$ cat src/hdl/tes_pkg.sv
// Shared types and constants for the text encoding sniffer.
package tes_pkg;

    // Widths of the byte path and of the sample counter.
    localparam int unsigned BYTE_W  = 8;
    localparam int unsigned LIMIT_W = 21;

    // Largest sample and the sample size after reset.
    localparam logic [LIMIT_W-1:0] MAX_SAMPLE   = LIMIT_W'(1024 * 1024);
    localparam logic [LIMIT_W-1:0] LIMIT_RESET  = LIMIT_W'(1024);
    localparam logic [LIMIT_W-1:0] LIMIT_ONE    = LIMIT_W'(1);

    // Verdict codes.
    typedef enum logic [1:0] {
        ENC_EUC_JP = 2'd0,
        ENC_UTF8   = 2'd1,
        ENC_MIXED  = 2'd2
    } t_enc;

    // One byte of the buffer as held in the input register.
    typedef struct packed {
        logic              valid;
        logic [BYTE_W-1:0] byte_value;
        logic              last_byte;
    } t_item;

    // One verdict.
    typedef struct packed {
        t_enc encoding;
        logic all_ascii;
        logic utf8_valid;
        logic euc_valid;
    } t_verdict;

endpackage

$ cat src/hdl/tes_in_reg.sv
// Input register that holds one byte transfer until the classifier takes it.
module tes_in_reg (
    input  logic                          i_clk,
    input  logic                          i_rst_n,
    input  logic                          i_in_valid,
    output logic                          o_in_stall,
    input  logic [tes_pkg::BYTE_W-1:0]    i_byte_value,
    input  logic                          i_last_byte,
    input  logic                          i_take,
    output tes_pkg::t_item                o_item
);

    logic                       r_valid;
    logic [tes_pkg::BYTE_W-1:0] r_byte;
    logic                       r_last;

    // The register is free when empty or when its byte moves on this cycle.
    assign o_in_stall = r_valid && !i_take;

    always_ff @(posedge i_clk) begin
        if (!i_rst_n) begin
            r_valid <= 1'b0;
        end else if (!o_in_stall) begin
            r_valid <= i_in_valid;
        end
        if (!o_in_stall && i_in_valid) begin
            r_byte <= i_byte_value;
            r_last <= i_last_byte;
        end
    end

    assign o_item = '{valid: r_valid, byte_value: r_byte, last_byte: r_last};

endmodule

$ cat src/hdl/tes_classify.sv
// Per-buffer classification state and the checks applied to each byte.
module tes_classify (
    input  logic                          i_clk,
    input  logic                          i_rst_n,
    input  tes_pkg::t_item                i_item,
    input  logic                          i_take,
    input  logic [tes_pkg::LIMIT_W-1:0]   i_limit,
    output logic                          o_emit,
    output tes_pkg::t_verdict             o_verdict
);

    logic [tes_pkg::LIMIT_W-1:0] r_count, n_count;
    logic [1:0]                  r_u_pend, n_u_pend;
    logic                        r_u_ok, n_u_ok;
    logic                        r_e_pend, n_e_pend;
    logic                        r_e_ok, n_e_ok;
    logic                        r_ascii, n_ascii;
    logic                        r_sent, n_sent;

    logic [tes_pkg::LIMIT_W-1:0] lim;
    logic                        in_sample;
    logic [tes_pkg::BYTE_W-1:0]  b;
    logic                        sample_done;
    logic                        all_failed;
    logic                        emit;

    assign b = i_item.byte_value;

    // Clamp the sample size into its legal range.
    always_comb begin
        lim = i_limit;
        if (i_limit == '0) begin
            lim = tes_pkg::LIMIT_ONE;
        end else if (i_limit > tes_pkg::MAX_SAMPLE) begin
            lim = tes_pkg::MAX_SAMPLE;
        end
    end

    assign in_sample = r_count < lim;

    // Checks for one byte, then the end-of-buffer and verdict decisions.
    always_comb begin
        n_count  = r_count;
        n_u_pend = r_u_pend;
        n_u_ok   = r_u_ok;
        n_e_pend = r_e_pend;
        n_e_ok   = r_e_ok;
        n_ascii  = r_ascii;

        // UTF-8 shape: leads open a sequence, continuations close it.
        if (r_u_ok) begin
            if (r_u_pend != 2'd0) begin
                if (b[7:6] != 2'b10) begin
                    n_u_ok   = 1'b0;
                    n_u_pend = 2'd0;
                end else begin
                    n_u_pend = r_u_pend - 2'd1;
                end
            end else if (in_sample && b[7]) begin
                if (b[7:5] == 3'b110) begin
                    n_u_pend = 2'd1;
                end else if (b[7:4] == 4'b1110) begin
                    n_u_pend = 2'd2;
                end else if (b[7:3] == 5'b11110) begin
                    n_u_pend = 2'd3;
                end else begin
                    n_u_ok = 1'b0;
                end
            end
        end

        // EUC pairs: a high byte must be followed by another high byte.
        if (r_e_ok) begin
            if (r_e_pend) begin
                n_e_pend = 1'b0;
                if (!b[7]) begin
                    n_e_ok = 1'b0;
                end
            end else if (in_sample && b[7]) begin
                n_e_pend = 1'b1;
            end
        end

        if (in_sample) begin
            if (b[7]) begin
                n_ascii = 1'b0;
            end
            n_count = r_count + tes_pkg::LIMIT_ONE;
        end

        // A sequence still open at the end of the buffer fails its check.
        if (i_item.last_byte) begin
            if (n_u_pend != 2'd0) begin
                n_u_ok   = 1'b0;
                n_u_pend = 2'd0;
            end
            if (n_e_pend) begin
                n_e_ok   = 1'b0;
                n_e_pend = 1'b0;
            end
        end
    end

    assign sample_done = (n_count >= lim) && (n_u_pend == 2'd0) && !n_e_pend;
    assign all_failed  = !n_ascii && !n_u_ok && !n_e_ok;
    assign emit        = !r_sent && (i_item.last_byte || sample_done || all_failed);
    assign o_emit      = emit;

    // Verdict priority: ASCII, then UTF-8, then EUC-JP, else mixed.
    always_comb begin
        o_verdict.all_ascii  = n_ascii;
        o_verdict.utf8_valid = n_u_ok;
        o_verdict.euc_valid  = n_e_ok;
        if (n_ascii) begin
            o_verdict.encoding = tes_pkg::ENC_EUC_JP;
        end else if (n_u_ok) begin
            o_verdict.encoding = tes_pkg::ENC_UTF8;
        end else if (n_e_ok) begin
            o_verdict.encoding = tes_pkg::ENC_EUC_JP;
        end else begin
            o_verdict.encoding = tes_pkg::ENC_MIXED;
        end
    end

    assign n_sent = emit;

    // State moves only when a byte is taken; the last byte clears it.
    always_ff @(posedge i_clk) begin
        if (!i_rst_n || (i_take && i_item.last_byte)) begin
            r_count  <= '0;
            r_u_pend <= 2'd0;
            r_u_ok   <= 1'b1;
            r_e_pend <= 1'b0;
            r_e_ok   <= 1'b1;
            r_ascii  <= 1'b1;
            r_sent   <= 1'b0;
        end else if (i_take && !r_sent) begin
            r_count  <= n_count;
            r_u_pend <= n_u_pend;
            r_u_ok   <= n_u_ok;
            r_e_pend <= n_e_pend;
            r_e_ok   <= n_e_ok;
            r_ascii  <= n_ascii;
            r_sent   <= n_sent;
        end
    end

endmodule

$ cat src/hdl/text_encoding_sniffer_core.sv
// Top level of the text encoding sniffer: config register, stages and result register.
//
//  Channel  | Signals                                        | Moves
//  ---------+------------------------------------------------+-------------------------
//  in       | i_in_valid, o_in_stall, i_byte_value, i_last_byte | one byte per transfer
//  out      | o_out_valid, i_out_stall, o_encoding, o_all_ascii, | one verdict per buffer
//           | o_utf8_valid, o_euc_valid                      |
//  cfg      | i_cfg_we, i_cfg_data                           | sample_limit write
//
// A byte is held in the input register and is classified on its way into the
// result register, which holds the verdict that the deciding byte produces.
// One byte is accepted every cycle while the result register can move.
// Reset is synchronous and active low; the sample limit returns to 1024.
// A stall on the result side holds the verdict and, once the input register is full,
// stalls the input side in the same cycle.
module text_encoding_sniffer_core (
    input  logic                          i_clk,
    input  logic                          i_rst_n,
    input  logic                          i_in_valid,
    output logic                          o_in_stall,
    input  logic [tes_pkg::BYTE_W-1:0]    i_byte_value,
    input  logic                          i_last_byte,
    output logic                          o_out_valid,
    input  logic                          i_out_stall,
    output logic [1:0]                    o_encoding,
    output logic                          o_all_ascii,
    output logic                          o_utf8_valid,
    output logic                          o_euc_valid,
    input  logic                          i_cfg_we,
    input  logic [tes_pkg::LIMIT_W-1:0]   i_cfg_data
);

    logic [tes_pkg::LIMIT_W-1:0] r_limit;
    logic                        r_out_valid;
    tes_pkg::t_verdict           r_verdict;

    tes_pkg::t_item              item;
    tes_pkg::t_verdict           verdict;
    logic                        emit;
    logic                        out_free;
    logic                        take;

    // The result register can load when empty or when its verdict transfers now.
    assign out_free = !r_out_valid || !i_out_stall;
    assign take     = item.valid && out_free;

    // Sample limit register.
    always_ff @(posedge i_clk) begin
        if (!i_rst_n) begin
            r_limit <= tes_pkg::LIMIT_RESET;
        end else if (i_cfg_we) begin
            r_limit <= i_cfg_data;
        end
    end

    tes_in_reg u_in_reg (
        .i_clk        (i_clk),
        .i_rst_n      (i_rst_n),
        .i_in_valid   (i_in_valid),
        .o_in_stall   (o_in_stall),
        .i_byte_value (i_byte_value),
        .i_last_byte  (i_last_byte),
        .i_take       (take),
        .o_item       (item)
    );

    tes_classify u_classify (
        .i_clk     (i_clk),
        .i_rst_n   (i_rst_n),
        .i_item    (item),
        .i_take    (take),
        .i_limit   (r_limit),
        .o_emit    (emit),
        .o_verdict (verdict)
    );

    // Result register.
    always_ff @(posedge i_clk) begin
        if (!i_rst_n) begin
            r_out_valid <= 1'b0;
        end else if (out_free) begin
            r_out_valid <= take && emit;
        end
        if (out_free && take && emit) begin
            r_verdict <= verdict;
        end
    end

    assign o_out_valid  = r_out_valid;
    assign o_encoding   = r_verdict.encoding;
    assign o_all_ascii  = r_verdict.all_ascii;
    assign o_utf8_valid = r_verdict.utf8_valid;
    assign o_euc_valid  = r_verdict.euc_valid;

endmodule

$ cat config.mk
export PLATFORM = sky130hd
export DESIGN_NAME = text_encoding_sniffer_core
export DESIGN_NICKNAME = d
export VERILOG_FILES = /design/src/hdl/tes_pkg.sv /design/src/hdl/tes_in_reg.sv /design/src/hdl/tes_classify.sv /design/src/hdl/text_encoding_sniffer_core.sv
export SDC_FILE = /design/constraint.sdc
export NUM_CORES = 1
export LEC_CHECK = 0
export ABC_AREA = 1
export BUFFER_PORTS_ARGS = -buffer_cell sky130_fd_sc_hd__clkbuf_2
export CORE_ASPECT_RATIO = 0.5
export CORE_MARGIN = 2
export CORE_UTILIZATION = 55
export CTS_CLUSTER_DIAMETER = 150
export DETAILED_ROUTE_END_ITERATION = 12
export PLACE_DENSITY_LB_ADDON = 0.08
export SLEW_MARGIN = 10
export SYNTH_ARGS = -nofsm -noshare
export SYNTH_HDL_FRONTEND = slang
export SYNTH_SLANG_ARGS = --single-unit
$ cat constraint.sdc
create_clock -name i_clk -period 7.5 [get_ports i_clk]
set_clock_uncertainty 0.1 [all_clocks]
set_input_delay 1.5 -clock i_clk [delete_from_list [all_inputs] [get_ports i_clk]]
set_output_delay 1.5 -clock i_clk [all_outputs]
set_load 0.02 [all_outputs]
==> qor.yml <==
run_status:
  outcome: "finished clean"
placement:
  placed_area_mm2: 0.00430
  place_inst: 671
  post-place-ws_ns: 2.16
  dp_hpwl_mm: 6.95
  place_congestion: 0.891
  io_buffer_count: 38
synthesis:
  synth_top_area_cell: "dfxtp_1"
  synth-seq-cells: 62
  netlist_instances: 553
  ys.flop_type: "dfxtp_1"
  synth_top_area_share: 0.253
  synthArstFlopShare: 0
  synthTopCellsByArea: "dfxtp_1, ha_1, nand2_1"
  syn_area_per_cell_um2: 7.29
  synth_edf_count: 11
  syn_area_mm2: 0.00403
  seq_area_frac_synth: 0.335
  yosysMostFrequentCell: "nand2_1"
  synth_cell_types: 42
  synth_common_cells: "nand2_1, nor2_1, inv_1"
  syn-num-nets: 631
  yosys_warnings: 0
global_route:
  grt_antenna_before_repair: 0
  grt_pass1_wl_mm: 16.2
  grt_overflow: 0
  grt_pass1_vias: 3537
  grt_usage: 0.252
  grt_max_degree: 29
sta:
  fmax_ghz: 0.186
  tns_ns: 0
  finalSetupViolations: 0
  final.period_utilization: 0.718
  timing.final.ws_setup_ns: 2.11
  worstMarginPinSlew_ns: 0.717
  hold_viol: 0
  relSlewSlack: 0.521
  rsz0062_at_grt: "no"
  fin_crit_ns: 5.39
  maxSlewViolCount: 0
power_and_ir_drop:
  power.leakage_uw: 0.00221
  pwr-share-clk: 0.393
  power_frac_comb: 0.229
  p_seq_frac: 0.378
  intPower_uw: 707
  switching_power_uw: 317
  power.total_uw: 1020
  switching_share: 0.310
  ir_drop_mv: 0.127
  p_per_area_mw_per_mm2: 224
setup_path:
  reg2reg_to: "o_utf8_valid$_DFFE_PP_"
  cp.depth: 32
  cpPeakStageDelay_ns: 0.33
  cp_num_buf_inv: 3
  crit_path_top_delay_cell: "dfxtp_1"
  cp_top_family: "simple AND/OR/NAND/NOR gates"
  startpoint_type: "flip-flop"
  cp-end-kind: "flip-flop"
  cp.arrival_ns: 5.32
  cp.required_ns: 7.43
  criticalPathCategory: "reg2reg"
  r2r_slack_ns: 2.11
  rr_worst_depth: 32
  worstPathMaxFanout: 19
  r2r_start: "r_limit[1]$_SDFFE_PN0P_"
  critPathMostFrequentCell: "nand2_1"
floorplan:
  dieWidth_um: 125
  start_util: 0.586
  die_h_um: 64.6
  rows: 21
  die_area_mm2: 0.00807
  core_area_mm2: 0.00688
  boundaryPins: 42
clocking:
  cts_root_buf: "clkbuf_16"
  clk_path_buf_depth: 2
  clock_latency_ns: 0.33
  cts_resized: 0
  cts_hold_buffers: 0
  path_clk_slew_ns: 0.05
  cts_tree: "done"
  numCtsBuffers: 9
  post_cts_buffers: 0
  cts-htree-levels: 3
  cts_sinks: 62
worst_hold_path:
  min_to: "u_classify.r_sent$_SDFFE_PP0P_"
  holdPathStages: 2
  hold_start: "u_classify.r_sent$_SDFFE_PP0P_"
  min_path_type: "reg2reg"
route:
  firstDrtPassIters: 5
  drt_iter0_drc: 223
  viasPerCell: 5.40
  drc_errors: 0
  wl_per_cell_um: 13.4
  ant_nets: 0
  route.vias.total: 3710
  finalWirelength_mm: 9.21
cells_and_area:
  final_area_mm2: 0.00458
  antenna_cells: 0
  final_cells: 687
  nets: 668
  nFillCells: 637
  synthToLayoutAreaGrowth_pct: 13.6
  drive_gt1_frac: 0.118
flow_run:
  cap_violations: 0
## worst reg2reg max path, delay by kind of cell (launching register included)
| family | cells | cell delay [ns] |
|---|---|---|
| AOI/OAI and AO/OA | 6 | 0.92 |
| xor gates and xnor gates | 1 | 0.16 |
| buffers and inverters | 3 | 0.27 |
| and+or+nand+nor | 20 | 2.70 |
| DFF | 1 | 0.33 |
| adders and majority gates | 2 | 0.62 |
## routing by layer
metal,global-route usage,vias up,part of all wire
met5,0,-,0
met1,0.359,1668,0.54
li1,-,1915,-
met3,0.0611,14,0.064
met2,0.380,113,0.39
met4,0.0736,0,0.014
## final cells by class
class,instances,area (um2),area share
tap,92,115,0.0251
inverter,72,270,0.0590
clock buffer,12,236,0.0516
timing repair buffer,39,198,0.0431
multi-input combinational,406,2360,0.516
clock inverter,4,47.5,0.0104
sequential,62,1350,0.295
## worst max-delay path by stage
| stage | startpoint | end | slack, ns |
|---|---|---|---|
| 3_5_place_dp | r_limit[1]$_SDFFE_PN0P_ | o_utf8_valid$_DFFE_PP_ | 2.16 |
| 4_1_cts | r_limit[1]$_SDFFE_PN0P_ | o_all_ascii$_DFFE_PP_ | 2.13 |
| 5_1_grt | r_limit[10]$_SDFFE_PN1P_ | o_all_ascii$_DFFE_PP_ | 1.57 |
| 6_report | r_limit[1]$_SDFFE_PN0P_ | o_utf8_valid$_DFFE_PP_ | 2.11 |
| 2_1_floorplan | r_limit[1]$_SDFFE_PN0P_ | o_all_ascii$_DFFE_PP_ | 2.73 |
| 3_3_place_gp | r_limit[1]$_SDFFE_PN0P_ | o_utf8_valid$_DFFE_PP_ | 2.28 |
## sequential cells by signal, summed over array words and instances (netlist names), 2 cells and up
signal,flops
u_classify.r_u_pend,2
u_classify.r_count,21
r_limit,21
o_encoding,2
u_in_reg.r_byte,5
## cells in the final DEF, fill, tap and decap left out, types with 2 or more instances in the layout
| master | n |
|---|---|
| o21ai_0 | 52 |
| nand2_1 | 95 |
| nand3_2 | 2 |
| dfxtp_1 | 51 |
| o21ai_1 | 2 |
| ha_1 | 43 |
| o21a_1 | 2 |
| nor3_1 | 13 |
| xnor2_1 | 4 |
| clkbuf_2 | 38 |
| inv_2 | 2 |
| nor2_2 | 2 |
| nand4_1 | 9 |
| nand3_1 | 17 |
| clkinv_2 | 2 |
| xor2_1 | 14 |
| inv_1 | 70 |
| clkbuf_16 | 9 |
| clkbuf_1 | 3 |
| nor2_1 | 70 |
| o211ai_1 | 3 |
| a211oi_1 | 3 |
| nand2_4 | 2 |
| edfxtp_1 | 11 |
| nor2_4 | 2 |
| a21oi_1 | 53 |
| nor4_1 | 2 |
## power groups by stage
stage / Clock [uW] / Sequential, uW / Combinational (uW)
after floorplan: 0 / 390 / 175
after global placement: 0 / 393 / 226
after detailed placement: 0 / 393 / 230
after CTS: 408 / 386 / 233
after global routing: 423 / 390 / 272
final: 403 / 387 / 235
## logic make-up (layout without fill, tap and decap cells)
group                    Yosys count  in the layout  synth area share
AO/OA/AOI/OAI                    122            122             0.163
XOR/XNOR                          19             19            0.0431
adder cells (fa/ha/maj)           43             43             0.133
buffers and inverters             85            127            0.0794
flip-flops                        62             62             0.335
AND/OR/NAND/NOR                  222            222             0.246
## through the flow
step | util | hold slack, ns
after global placement | 0.624 | 0.352
after global routing | 0.666 | 0.384
after floorplan | - | 0.330
final | 0.666 | 0.362
after detailed placement | 0.624 | 0.357
after CTS | 0.666 | 0.365
(Power assumes the default switching activity.)
